$ cat src/rtl/core/bdhc_pkg.sv
`default_nettype none

package bdhc_pkg;

    // Number of debounced buttons and width of each integrating counter.
    localparam int NUM_BUTTONS = 6;
    localparam int COUNT_WIDTH = 8;

    // Fixed field widths of the channel words.
    localparam int CMD_W    = 2;
    localparam int PINS_W   = 6;
    localparam int BUTTON_W = 3;
    localparam int MASK_W   = 6;
    localparam int CFG_IDX_W  = 2;
    localparam int CFG_DATA_W = 8;

    // Widths used to compare counters against the 8-bit registers and to
    // line up the button vectors with the 6-bit pin and mask fields.
    localparam int CMP_W = (COUNT_WIDTH > CFG_DATA_W) ? COUNT_WIDTH : CFG_DATA_W;
    localparam int PAD_W = (NUM_BUTTONS > PINS_W) ? NUM_BUTTONS : PINS_W;
    localparam int BIDX_W = (BUTTON_W > 5) ? BUTTON_W : 5;

    // Command codes.
    localparam logic [CMD_W-1:0] CMD_TICK  = 2'd0;
    localparam logic [CMD_W-1:0] CMD_ACK   = 2'd1;
    localparam logic [CMD_W-1:0] CMD_CLEAR = 2'd2;

    // Configuration register indexes.
    localparam logic [CFG_IDX_W-1:0] REG_CEILING   = 2'd0;
    localparam logic [CFG_IDX_W-1:0] REG_PRESS_TH  = 2'd1;
    localparam logic [CFG_IDX_W-1:0] REG_RELEASE_TH = 2'd2;

    // Configuration reset values.
    localparam logic [CFG_DATA_W-1:0] CEILING_RESET    = 8'd10;
    localparam logic [CFG_DATA_W-1:0] PRESS_TH_RESET   = 8'd8;
    localparam logic [CFG_DATA_W-1:0] RELEASE_TH_RESET = 8'd2;

    typedef logic [COUNT_WIDTH-1:0] count_t;

endpackage

`default_nettype wire

$ cat src/rtl/core/bdhc_if.sv
`default_nettype none

interface bdhc_req_if
    import bdhc_pkg::*;
();
    logic                valid;
    logic                ready;
    logic [CMD_W-1:0]    command;
    logic [PINS_W-1:0]   pins_raw;
    logic [BUTTON_W-1:0] button;

    modport source (output valid, output command, output pins_raw, output button,
                    input ready);
    modport sink (input valid, input command, input pins_raw, input button,
                  output ready);
endinterface

interface bdhc_rsp_if
    import bdhc_pkg::*;
();
    logic              valid;
    logic              ready;
    logic [MASK_W-1:0] hold_mask;
    logic [MASK_W-1:0] click_pending_mask;

    modport source (output valid, output hold_mask, output click_pending_mask,
                    input ready);
    modport sink (input valid, input hold_mask, input click_pending_mask,
                  output ready);
endinterface

interface bdhc_cfg_if
    import bdhc_pkg::*;
();
    logic                  valid;
    logic                  ready;
    logic [CFG_IDX_W-1:0]  index;
    logic [CFG_DATA_W-1:0] data;

    modport source (output valid, output index, output data, input ready);
    modport sink (input valid, input index, input data, output ready);
endinterface

`default_nettype wire

$ cat src/rtl/core/button_debounce_hold_click_top.sv
// A request word accepted at a clock edge has its result word registered and valid after that edge.
// Throughput: one request word per cycle; the single result register is refilled in the same
// cycle that its word is taken, so the only stall comes from result backpressure.
// Reset (rst_n low, asynchronous): counters, hold, click and taken flags clear to zero, the
// result register empties, and the registers return to ceiling 10, press 8, release 2.
`default_nettype none

module button_debounce_hold_click_top
    import bdhc_pkg::*;
(
    input  wire logic   clk,
    input  wire logic   rst_n,
    bdhc_cfg_if.sink    cfg,
    bdhc_req_if.sink    request,
    bdhc_rsp_if.source  result
);

    // Configuration registers. Writes are always taken.
    logic [CFG_DATA_W-1:0] count_ceiling_reg;
    logic [CFG_DATA_W-1:0] press_threshold_reg;
    logic [CFG_DATA_W-1:0] release_threshold_reg;

    assign cfg.ready = 1'b1;

    always_ff @(posedge clk or negedge rst_n)
    begin
        if (!rst_n)
        begin
            count_ceiling_reg     <= CEILING_RESET;
            press_threshold_reg   <= PRESS_TH_RESET;
            release_threshold_reg <= RELEASE_TH_RESET;
        end
        else if (cfg.valid)
        begin
            case (cfg.index)
                REG_CEILING:    count_ceiling_reg     <= cfg.data;
                REG_PRESS_TH:   press_threshold_reg   <= cfg.data;
                REG_RELEASE_TH: release_threshold_reg <= cfg.data;
                default:        ;
            endcase
        end
    end

    // Per-button debounce state.
    count_t                 press_count_reg  [NUM_BUTTONS];
    count_t                 press_count_next [NUM_BUTTONS];
    logic [NUM_BUTTONS-1:0] held_reg, held_next;
    logic [NUM_BUTTONS-1:0] click_reg, click_next;
    logic [NUM_BUTTONS-1:0] taken_reg, taken_next;

    // Result register. A new request word is taken whenever the result register
    // is empty or its word leaves at the same edge.
    logic              out_valid_reg;
    logic [MASK_W-1:0] hold_mask_reg, hold_mask_next;
    logic [MASK_W-1:0] pending_mask_reg, pending_mask_next;
    logic              accept;

    assign request.ready = !out_valid_reg || result.ready;
    assign accept        = request.valid && request.ready;

    // Raw pins, widened so that buttons beyond the pin field read as pressed.
    logic [PAD_W-1:0]       pins_wide;
    logic [NUM_BUTTONS-1:0] pressed;
    logic [PAD_W-1:0]       held_wide;
    logic [PAD_W-1:0]       pending_wide;
    logic [BIDX_W-1:0]      button_wide;

    assign pins_wide   = PAD_W'(request.pins_raw);
    assign pressed     = ~pins_wide[NUM_BUTTONS-1:0];
    assign button_wide = BIDX_W'(request.button);

    always_comb
    begin
        logic [CMP_W-1:0] cnt;
        logic [CMP_W-1:0] cnt_new;

        for (int i = 0; i < NUM_BUTTONS; i++)
        begin
            press_count_next[i] = press_count_reg[i];
        end
        held_next  = held_reg;
        click_next = click_reg;
        taken_next = taken_reg;
        cnt        = '0;
        cnt_new    = '0;

        case (request.command)
            CMD_TICK:
            begin
                for (int i = 0; i < NUM_BUTTONS; i++)
                begin
                    cnt = CMP_W'(press_count_reg[i]);
                    if (pressed[i])
                    begin
                        // Count up toward the ceiling, never past the counter's own maximum.
                        if ((cnt < CMP_W'(count_ceiling_reg)) && (press_count_reg[i] != '1))
                        begin
                            cnt_new = cnt + CMP_W'(1);
                        end
                        else
                        begin
                            cnt_new = cnt;
                        end
                        if (cnt_new >= CMP_W'(press_threshold_reg))
                        begin
                            held_next[i] = 1'b1;
                            // One click per press; a new click clears an old acknowledge.
                            if (!click_reg[i])
                            begin
                                click_next[i] = 1'b1;
                                taken_next[i] = 1'b0;
                            end
                        end
                    end
                    else
                    begin
                        if (cnt != '0)
                        begin
                            cnt_new = cnt - CMP_W'(1);
                        end
                        else
                        begin
                            cnt_new = cnt;
                        end
                        if (cnt_new <= CMP_W'(release_threshold_reg))
                        begin
                            held_next[i]  = 1'b0;
                            click_next[i] = 1'b0;
                            taken_next[i] = 1'b0;
                        end
                    end
                    press_count_next[i] = cnt_new[COUNT_WIDTH-1:0];
                end
            end
            CMD_ACK:
            begin
                // Indexes beyond the last button match nothing and are ignored.
                for (int i = 0; i < NUM_BUTTONS; i++)
                begin
                    if (button_wide == BIDX_W'(i))
                    begin
                        taken_next[i] = 1'b1;
                    end
                end
            end
            CMD_CLEAR:
            begin
                for (int i = 0; i < NUM_BUTTONS; i++)
                begin
                    press_count_next[i] = '0;
                end
                held_next  = '0;
                click_next = '0;
                taken_next = '0;
            end
            default:
            begin
                // The unused code leaves the state alone; its result word still reports the current masks.
            end
        endcase
    end

    // Output masks carry buttons 0 to 5 only.
    assign held_wide         = PAD_W'(held_next);
    assign pending_wide      = PAD_W'(click_next & ~taken_next);
    assign hold_mask_next    = held_wide[MASK_W-1:0];
    assign pending_mask_next = pending_wide[MASK_W-1:0];

    always_ff @(posedge clk or negedge rst_n)
    begin
        if (!rst_n)
        begin
            for (int i = 0; i < NUM_BUTTONS; i++)
            begin
                press_count_reg[i] <= '0;
            end
            held_reg      <= '0;
            click_reg     <= '0;
            taken_reg     <= '0;
            out_valid_reg <= 1'b0;
        end
        else
        begin
            if (accept)
            begin
                for (int i = 0; i < NUM_BUTTONS; i++)
                begin
                    press_count_reg[i] <= press_count_next[i];
                end
                held_reg      <= held_next;
                click_reg     <= click_next;
                taken_reg     <= taken_next;
                out_valid_reg <= 1'b1;
            end
            else if (result.ready)
            begin
                out_valid_reg <= 1'b0;
            end
        end
    end

    // The result payload follows the accepted word and needs no reset.
    always_ff @(posedge clk)
    begin
        if (accept)
        begin
            hold_mask_reg    <= hold_mask_next;
            pending_mask_reg <= pending_mask_next;
        end
    end

    assign result.valid              = out_valid_reg;
    assign result.hold_mask          = hold_mask_reg;
    assign result.click_pending_mask = pending_mask_reg;

endmodule

`default_nettype wire
$ cat src/flat_wrapper.sv
// flat-port wrapper written by rule: the top's interface ports become plain ports
module button_debounce_hold_click_top_flat import bdhc_pkg::*;
  (clk, rst_n, cfg_valid, cfg_index, cfg_data, cfg_ready, request_valid, request_command, request_pins_raw, request_button, request_ready, result_valid, result_hold_mask, result_click_pending_mask, result_ready);
  bdhc_cfg_if cfg_i ();
  bdhc_req_if request_i ();
  bdhc_rsp_if result_i ();
  input  wire logic clk;
  input  wire logic rst_n;
  input wire logic [$bits(cfg_i.valid)-1:0] cfg_valid;
  input wire logic [$bits(cfg_i.index)-1:0] cfg_index;
  input wire logic [$bits(cfg_i.data)-1:0] cfg_data;
  output wire logic [$bits(cfg_i.ready)-1:0] cfg_ready;
  input wire logic [$bits(request_i.valid)-1:0] request_valid;
  input wire logic [$bits(request_i.command)-1:0] request_command;
  input wire logic [$bits(request_i.pins_raw)-1:0] request_pins_raw;
  input wire logic [$bits(request_i.button)-1:0] request_button;
  output wire logic [$bits(request_i.ready)-1:0] request_ready;
  output wire logic [$bits(result_i.valid)-1:0] result_valid;
  output wire logic [$bits(result_i.hold_mask)-1:0] result_hold_mask;
  output wire logic [$bits(result_i.click_pending_mask)-1:0] result_click_pending_mask;
  input wire logic [$bits(result_i.ready)-1:0] result_ready;
  assign cfg_i.valid = cfg_valid;
  assign cfg_i.index = cfg_index;
  assign cfg_i.data = cfg_data;
  assign cfg_ready = cfg_i.ready;
  assign request_i.valid = request_valid;
  assign request_i.command = request_command;
  assign request_i.pins_raw = request_pins_raw;
  assign request_i.button = request_button;
  assign request_ready = request_i.ready;
  assign result_valid = result_i.valid;
  assign result_hold_mask = result_i.hold_mask;
  assign result_click_pending_mask = result_i.click_pending_mask;
  assign result_i.ready = result_ready;
  button_debounce_hold_click_top u_core (.clk(clk), .rst_n(rst_n), .cfg(cfg_i), .request(request_i), .result(result_i));
endmodule
$ cat config.mk
export PLATFORM = sky130hd
export DESIGN_NAME = button_debounce_hold_click_top_flat
export DESIGN_NICKNAME = d
export VERILOG_FILES = /design/src/rtl/core/bdhc_pkg.sv /design/src/rtl/core/bdhc_if.sv /design/src/rtl/core/button_debounce_hold_click_top.sv /design/src/flat_wrapper.sv
export SDC_FILE = /design/constraint.sdc
export NUM_CORES = 1
export LEC_CHECK = 0
export BUFFER_PORTS_ARGS = -buffer_cell sky130_fd_sc_hd__buf_2
export CAP_MARGIN = 30
export CELL_PAD_IN_SITES_DETAIL_PLACEMENT = 1
export CELL_PAD_IN_SITES_GLOBAL_PLACEMENT = 2
export CORE_MARGIN = 5
export CORE_UTILIZATION = 25
export DETAILED_ROUTE_END_ITERATION = 6
export GPL_ROUTABILITY_DRIVEN = 0
export PLACE_DENSITY = 0.59
export SLEW_MARGIN = 5
export SYNTH_ARGS = -nofsm -noshare
export SYNTH_HDL_FRONTEND = slang
export SYNTH_SLANG_ARGS = --single-unit
$ cat constraint.sdc
create_clock -name clk -period 11.75 [get_ports clk]
set_clock_uncertainty 0.05 [all_clocks]
set_input_delay 1.7625 -clock clk [delete_from_list [all_inputs] [get_ports clk]]
set_output_delay 1.7625 -clock clk [all_outputs]
set_load 0.05 [all_outputs]
; Yosys cells after proc, flatten, opt, wreduce, memory -nomap -nowiden
; Index checks and enable logic that the tools add are counted.
[classes]
reduce_logical = 24
addsub = 12
magnitude_cmp = 18
eq_ne = 15
bitwise = 3
mux = 114
[ops]
columns = cell, count
row1 = 8-bit 2-to-1 mux, 42
row2 = 48-bit one-hot mux with 2 select lines, 1
row3 = 1-bit 2-to-1 mux, 68
row4 = "8-bit by 1-bit adder with 8-bit output, second input constant", 6
row5 = 8-bit greater-or-equal comparator, 6
row6 = 8-bit less-or-equal comparator, 6
row7 = 8-bit less-than comparator, 6
row8 = "8-bit != test, second input constant", 6
row9 = 8-bit nonzero test, 6
row10 = "8-bit by 1-bit subtractor with 8-bit output, second input constant", 6
row11 = 6-bit one-hot mux with 2 select lines, 2
row12 = 6-bit one-hot mux with 3 select lines, 1
row13 = 6-bit inverter, 2
row14 = 2-bit AND reduction, 4
row15 = 1-bit logical AND, 7
row16 = 6-bit bitwise AND, 1
row17 = "3-bit by 2-bit equality test with 1-bit output, second input constant", 2
row18 = "3-bit equality test, second input constant", 2
row19 = 5-bit logical NOT, 1
row20 = "2-bit by 1-bit equality test with 1-bit output, second input constant", 2
row21 = "2-bit equality test, second input constant", 2
row22 = 2-bit logical NOT, 2
row23 = 2-bit nonzero test, 2
row24 = "3-bit by 1-bit equality test with 1-bit output, second input constant", 1
row25 = other kinds (2), 2
[word_totals]
output_inout_bits = 15
in_bits = 26
register_bits = 103
word_cells = 201

; Depth between registers and ports, before layout
[logic_depth]
word_depth = 11
mapped_depth = 18
depth_no_buf = 17

; Worst setup path after synthesis
; No wires, ideal clock.
[synth_timing]
path_kind = input port to output port
from = input result_ready
to = output request_ready
path_slack_ns = 7.726
path_stages = 1
n_path_buf = 0
required_ns = 9.938
arrival_ns = 2.211
cell_sequence = nand2b_1
[synth_between]
elab_chain_cells = 1
[synth_lines]
columns = item, line
row1 = from (decl), flat_wrapper.sv:21  ; input wire logic [$bits(result_i.ready)-1:0] result_ready;
row2 = 1-bit logical OR, button_debounce_hold_click_top.sv:58  ; assign request.ready = !out_valid_reg || result.ready;
row3 = to (decl), flat_wrapper.sv:17  ; output wire logic [$bits(request_i.ready)-1:0] request_ready;
; Every way passes these cells.

; Final worst setup path
[layout_timing]
from = register u_core.count_ceiling_reg[1]
to = register u_core.pending_mask_reg[0], in the netlist u_core.result.click_pending_mask[0], data pin
[layout_between]
elab_chain_cells = 11
elab_cells_between_ends = 14
[layout_lines]
columns = item, line
row1 = from (decl), button_debounce_hold_click_top.sv:19  ; logic [CFG_DATA_W-1:0] count_ceiling_reg;
row2 = from (signal assigned), button_debounce_hold_click_top.sv:36  ; REG_CEILING: count_ceiling_reg <= cfg.data;
row3 = 8-bit less-than comparator (*), button_debounce_hold_click_top.sv:96  ; if ((cnt < CMP_W'(count_ceiling_reg)) && (press_count_reg[i] != '1))
row4 = 1-bit logical AND (*), button_debounce_hold_click_top.sv:96
row5 = 8-bit 2-to-1 mux (*), button_debounce_hold_click_top.sv:96
row6 = 8-bit 2-to-1 mux (*), button_debounce_hold_click_top.sv:93  ; if (pressed[i])
row7 = 8-bit 2-to-1 mux (*), button_debounce_hold_click_top.sv:87  ; case (request.command)
row8 = 8-bit greater-or-equal comparator (*), button_debounce_hold_click_top.sv:104  ; if (cnt_new >= CMP_W'(press_threshold_reg))
row9 = 1-bit 2-to-1 mux, button_debounce_hold_click_top.sv:104
row10 = 1-bit 2-to-1 mux, button_debounce_hold_click_top.sv:93
row11 = 6-bit one-hot mux with 3 select lines, button_debounce_hold_click_top.sv:87
row12 = 6-bit inverter, button_debounce_hold_click_top.sv:165  ; assign pending_wide = PAD_W'(click_next & ~taken_next);
row13 = 6-bit bitwise AND (*), button_debounce_hold_click_top.sv:165
row14 = net u_core.pending_mask_next[0], button_debounce_hold_click_top.sv:55  ; logic [MASK_W-1:0] pending_mask_reg, pending_mask_next;
row15 = to (signal assigned), button_debounce_hold_click_top.sv:208  ; pending_mask_reg <= pending_mask_next;
row16 = to (decl), button_debounce_hold_click_top.sv:55
; Mark *: on every way through the listed nets, which the timed path passes. The rest lies on a longest branch. The select of a mux whose other input is x is not followed.
; A chain may end at the register's enable or synchronous reset.

==> results.toml <==
[final_layout]
design_area_um2 = 11300
layout-drive-gt1-share_pct = 9.53
final_cells = 1770
finalNetCount = 1415
area_delta_synth_final_pct = 9.48
most-common-layout-cells = "156 x ha_1, 93 x nor2_1, 90 x nand2_1"
n_antenna_cell = 0
final_common_cell = "ha_1"
largest_reg_flops = 48

[route]
wl_per_cell_um = 22.1
detail-route-antenna-nets = 0
dr.first_iter.drc_count = 465
routed_wl_um = 39100
vias = 9387
viasPerCell = 5.30
firstDrtPassIters = 4
drc = 0

[worst_setup_path]
r2r_end = "u_core.result.click_pending_mask[0]"
required_ns = 11.84
worstPathArrival_ns = 4.79
rr_startpoint = "u_core.count_ceiling_reg[1]"
r2r_slack_ns = 7.05
reg2regPathDepth = 15
critical_path_class = "flop to flop"
cp-end-kind = "flop"
crit_path_start_kind = "flop"
critPathMaxFanout = 15

[grt]
grt_overflow = 0
grt_pass1_vias = 9730
antenna_found_initial = 2
grt_max_degree = 50
grt_pass1_wl_um = 60400
grt.total_usage_pct = 17.5

[floorplanning]
die-area_um2 = 45500
die_w_um = 213
die_y_um = 213
io_pins = 41
core_um2 = 40800
rows = 74
start_util_pct = 25.3

[cts]
cts_hold_buf = 0
clk-insertion-delay-late_ns = 0.39
postCtsResizedCells = 0
cts_setup_buffers = 0
cts_root_buf = "clkbuf_16"
cts_buffers = 9
clk_pin_slew_ns = 0.09
cts_tree = "done"
clk_path_buf_depth = 2
htreeDepth = 3
cts.sinks = 103

[placed_design]
io_buffers = 39
placed_cell_area_um2 = 11000
dp_hpwl_um = 28100
dp.cells = 1753
dp_slack_ns = 7.04

[timing]
finalCritPeriodShare_pct = 40.0
rsz0062_at_grt = "no"
fin_tns_setup_ns = 0
worst_pin_slew_ns = 0.995
slew_headroom_pct = 33.1
period_needed_ns = 4.70
fmax_mhz = 213
fin_worst_hold_slack_ns = 0.445
slew_violations = 0
finalHoldViolations = 0
setup_viol = 0
fin_ws_ns = 7.05

[yosys]
syn-cell-area_um2 = 10300
yosys_most_used_dff = "dfrtp_1"
syn_nets = 1416
ys_seq_area_share_pct = 25.6
synth_cells = 1234
avgSynthCellArea_um2 = 8.38
synthArstFlopShare_pct = 88.3
synth_enable_flop_cells = 12
ys_warn_count = 0
yosys_register_bits = 103
ys_types = 77

[hold_path]
min_to = "u_core.held_reg[1]"
hold_path.startpoint = "u_core.held_reg[1]"
hold_depth = 1
hold_path_class = "flop to flop"

[power]
vdd_drop_max_uv = 89.2
switching_share_pct = 52.3
switching_power_mw = 1.45
p_int_mw = 1.32
p_comb_share_pct = 65.8
pwr-share-seq_pct = 22.8
pwr_density_cell_nw_per_um2 = 245
p_leak_nw = 5.01
clock_power_share_pct = 11.3

[outcome]
status = "finished, final reports clean"

[run]
maxCapViolCount = 0
[power groups by stage]
stage               Clock (mW)  Sequential (mW)  Combinational, mW
finish                   0.314            0.634               1.83
global route             0.339            0.653               2.10
CTS                      0.330            0.634               1.84
detailed placement           0            0.640               1.83
global placement             0            0.644               1.80
floorplan                    0            0.525               1.41
[kinds of logic after synthesis]
family,after synthesis,share of synthesized area [%]
compound gates,354,22.9
xor+xnor,71,6.09
fa+ha+maj,156,18.9
buf+inv,134,4.95
flops,103,25.6
mux,29,3.12
other cells,1,0.0363
simple gates,386,18.5
[cell type report]
type	count	area, um^2
multi-input combinational	997	7190
clock inverter	5	42.5
timing repair buffer	49	273
fill	4834	29500
tap	532	666
clock buffer	11	233
inverter	73	274
sequential	103	2640
[synthesized netlist by cell type, types with 5 or more instances]
cell / n / area [um^2]
xor2_1: 24 / 210
o22ai_1: 6 / 37.5
mux2_2: 26 / 293
a221oi_1: 5 / 43.8
o21a_1: 20 / 150
inv_1: 71 / 267
and4_1: 5 / 43.8
nor2_1: 94 / 353
edfxtp_1: 12 / 360
nand2b_1: 13 / 81.3
or3_1: 9 / 56.3
a31oi_1: 13 / 81.3
ha_1: 156 / 1950
nor2b_1: 19 / 119
o21ai_0: 88 / 440
and3_1: 12 / 75.1
a211oi_1: 10 / 75.1
a221o_1: 10 / 100
o211ai_1: 8 / 60.1
nand4_1: 23 / 144
a21oi_1: 77 / 385
nor3b_1: 11 / 82.6
o2111ai_1: 7 / 61.3
nor4b_1: 5 / 43.8
a211o_1: 5 / 43.8
clkbuf_1: 55 / 206
o31ai_1: 9 / 67.6
nand3_1: 40 / 200
a31o_2: 9 / 78.8
nand2_1: 90 / 338
dfrtp_1: 87 / 2180
a21o_1: 21 / 158
xnor2_1: 46 / 403
nor4_1: 11 / 68.8
o2bb2ai_1: 6 / 52.6
nor3_1: 43 / 215
[how the worst max path moves through the flow]
stage / startpoint / endpoint / slack [ns]
CTS: u_core.count_ceiling_reg[1] / u_core.result.click_pending_mask[0] / 7.09
finish: u_core.count_ceiling_reg[1] / u_core.result.click_pending_mask[0] / 7.05
global placement: result_ready / u_core.press_count_reg[29] / 7.09
detailed placement: result_ready / u_core.press_count_reg[29] / 7.04
global route: u_core.count_ceiling_reg[1] / u_core.result.click_pending_mask[0] / 6.82
floorplan: result_ready / request_ready / 7.73
[through the flow]
step                utilization, %  power (mW)
floorplan                        -        1.93
global placement              27.0        2.45
detailed placement            27.0        2.47
CTS                           27.7        2.81
global route                  27.7        3.09
finish                        27.7        2.77
[per-layer routing]
layer / global-route usage, % / vias to the layer above / wire, um / share of wire [%]
li1: - / 4550 / - / -
met1: 25.3 / 4670 / 20000 / 51
met2: 27.4 / 136 / 17200 / 44
met3: 3.44 / 31 / 1500 / 3.8
met4: 3.14 / 0 / 477 / 1.2
met5: 0 / - / 0 / 0
[critical path, stage by stage (launching register included)]
cell and delay, ns:
dfstp_2 0.52, inv_1 0.16, ha_1 0.33, a21o_1 0.15, a2111oi_0 0.56, o21ai_1 0.14
buf_4 0.21, nor4_1 0.30, xor2_1 0.29, ha_1 0.31, a211oi_1 0.27, nand2_1 0.12
o31ai_1 0.52, o21ai_0 0.23, a21oi_1 0.24, a31oi_1 0.06
No activity file was read; power rests on OpenSTA's default activity.
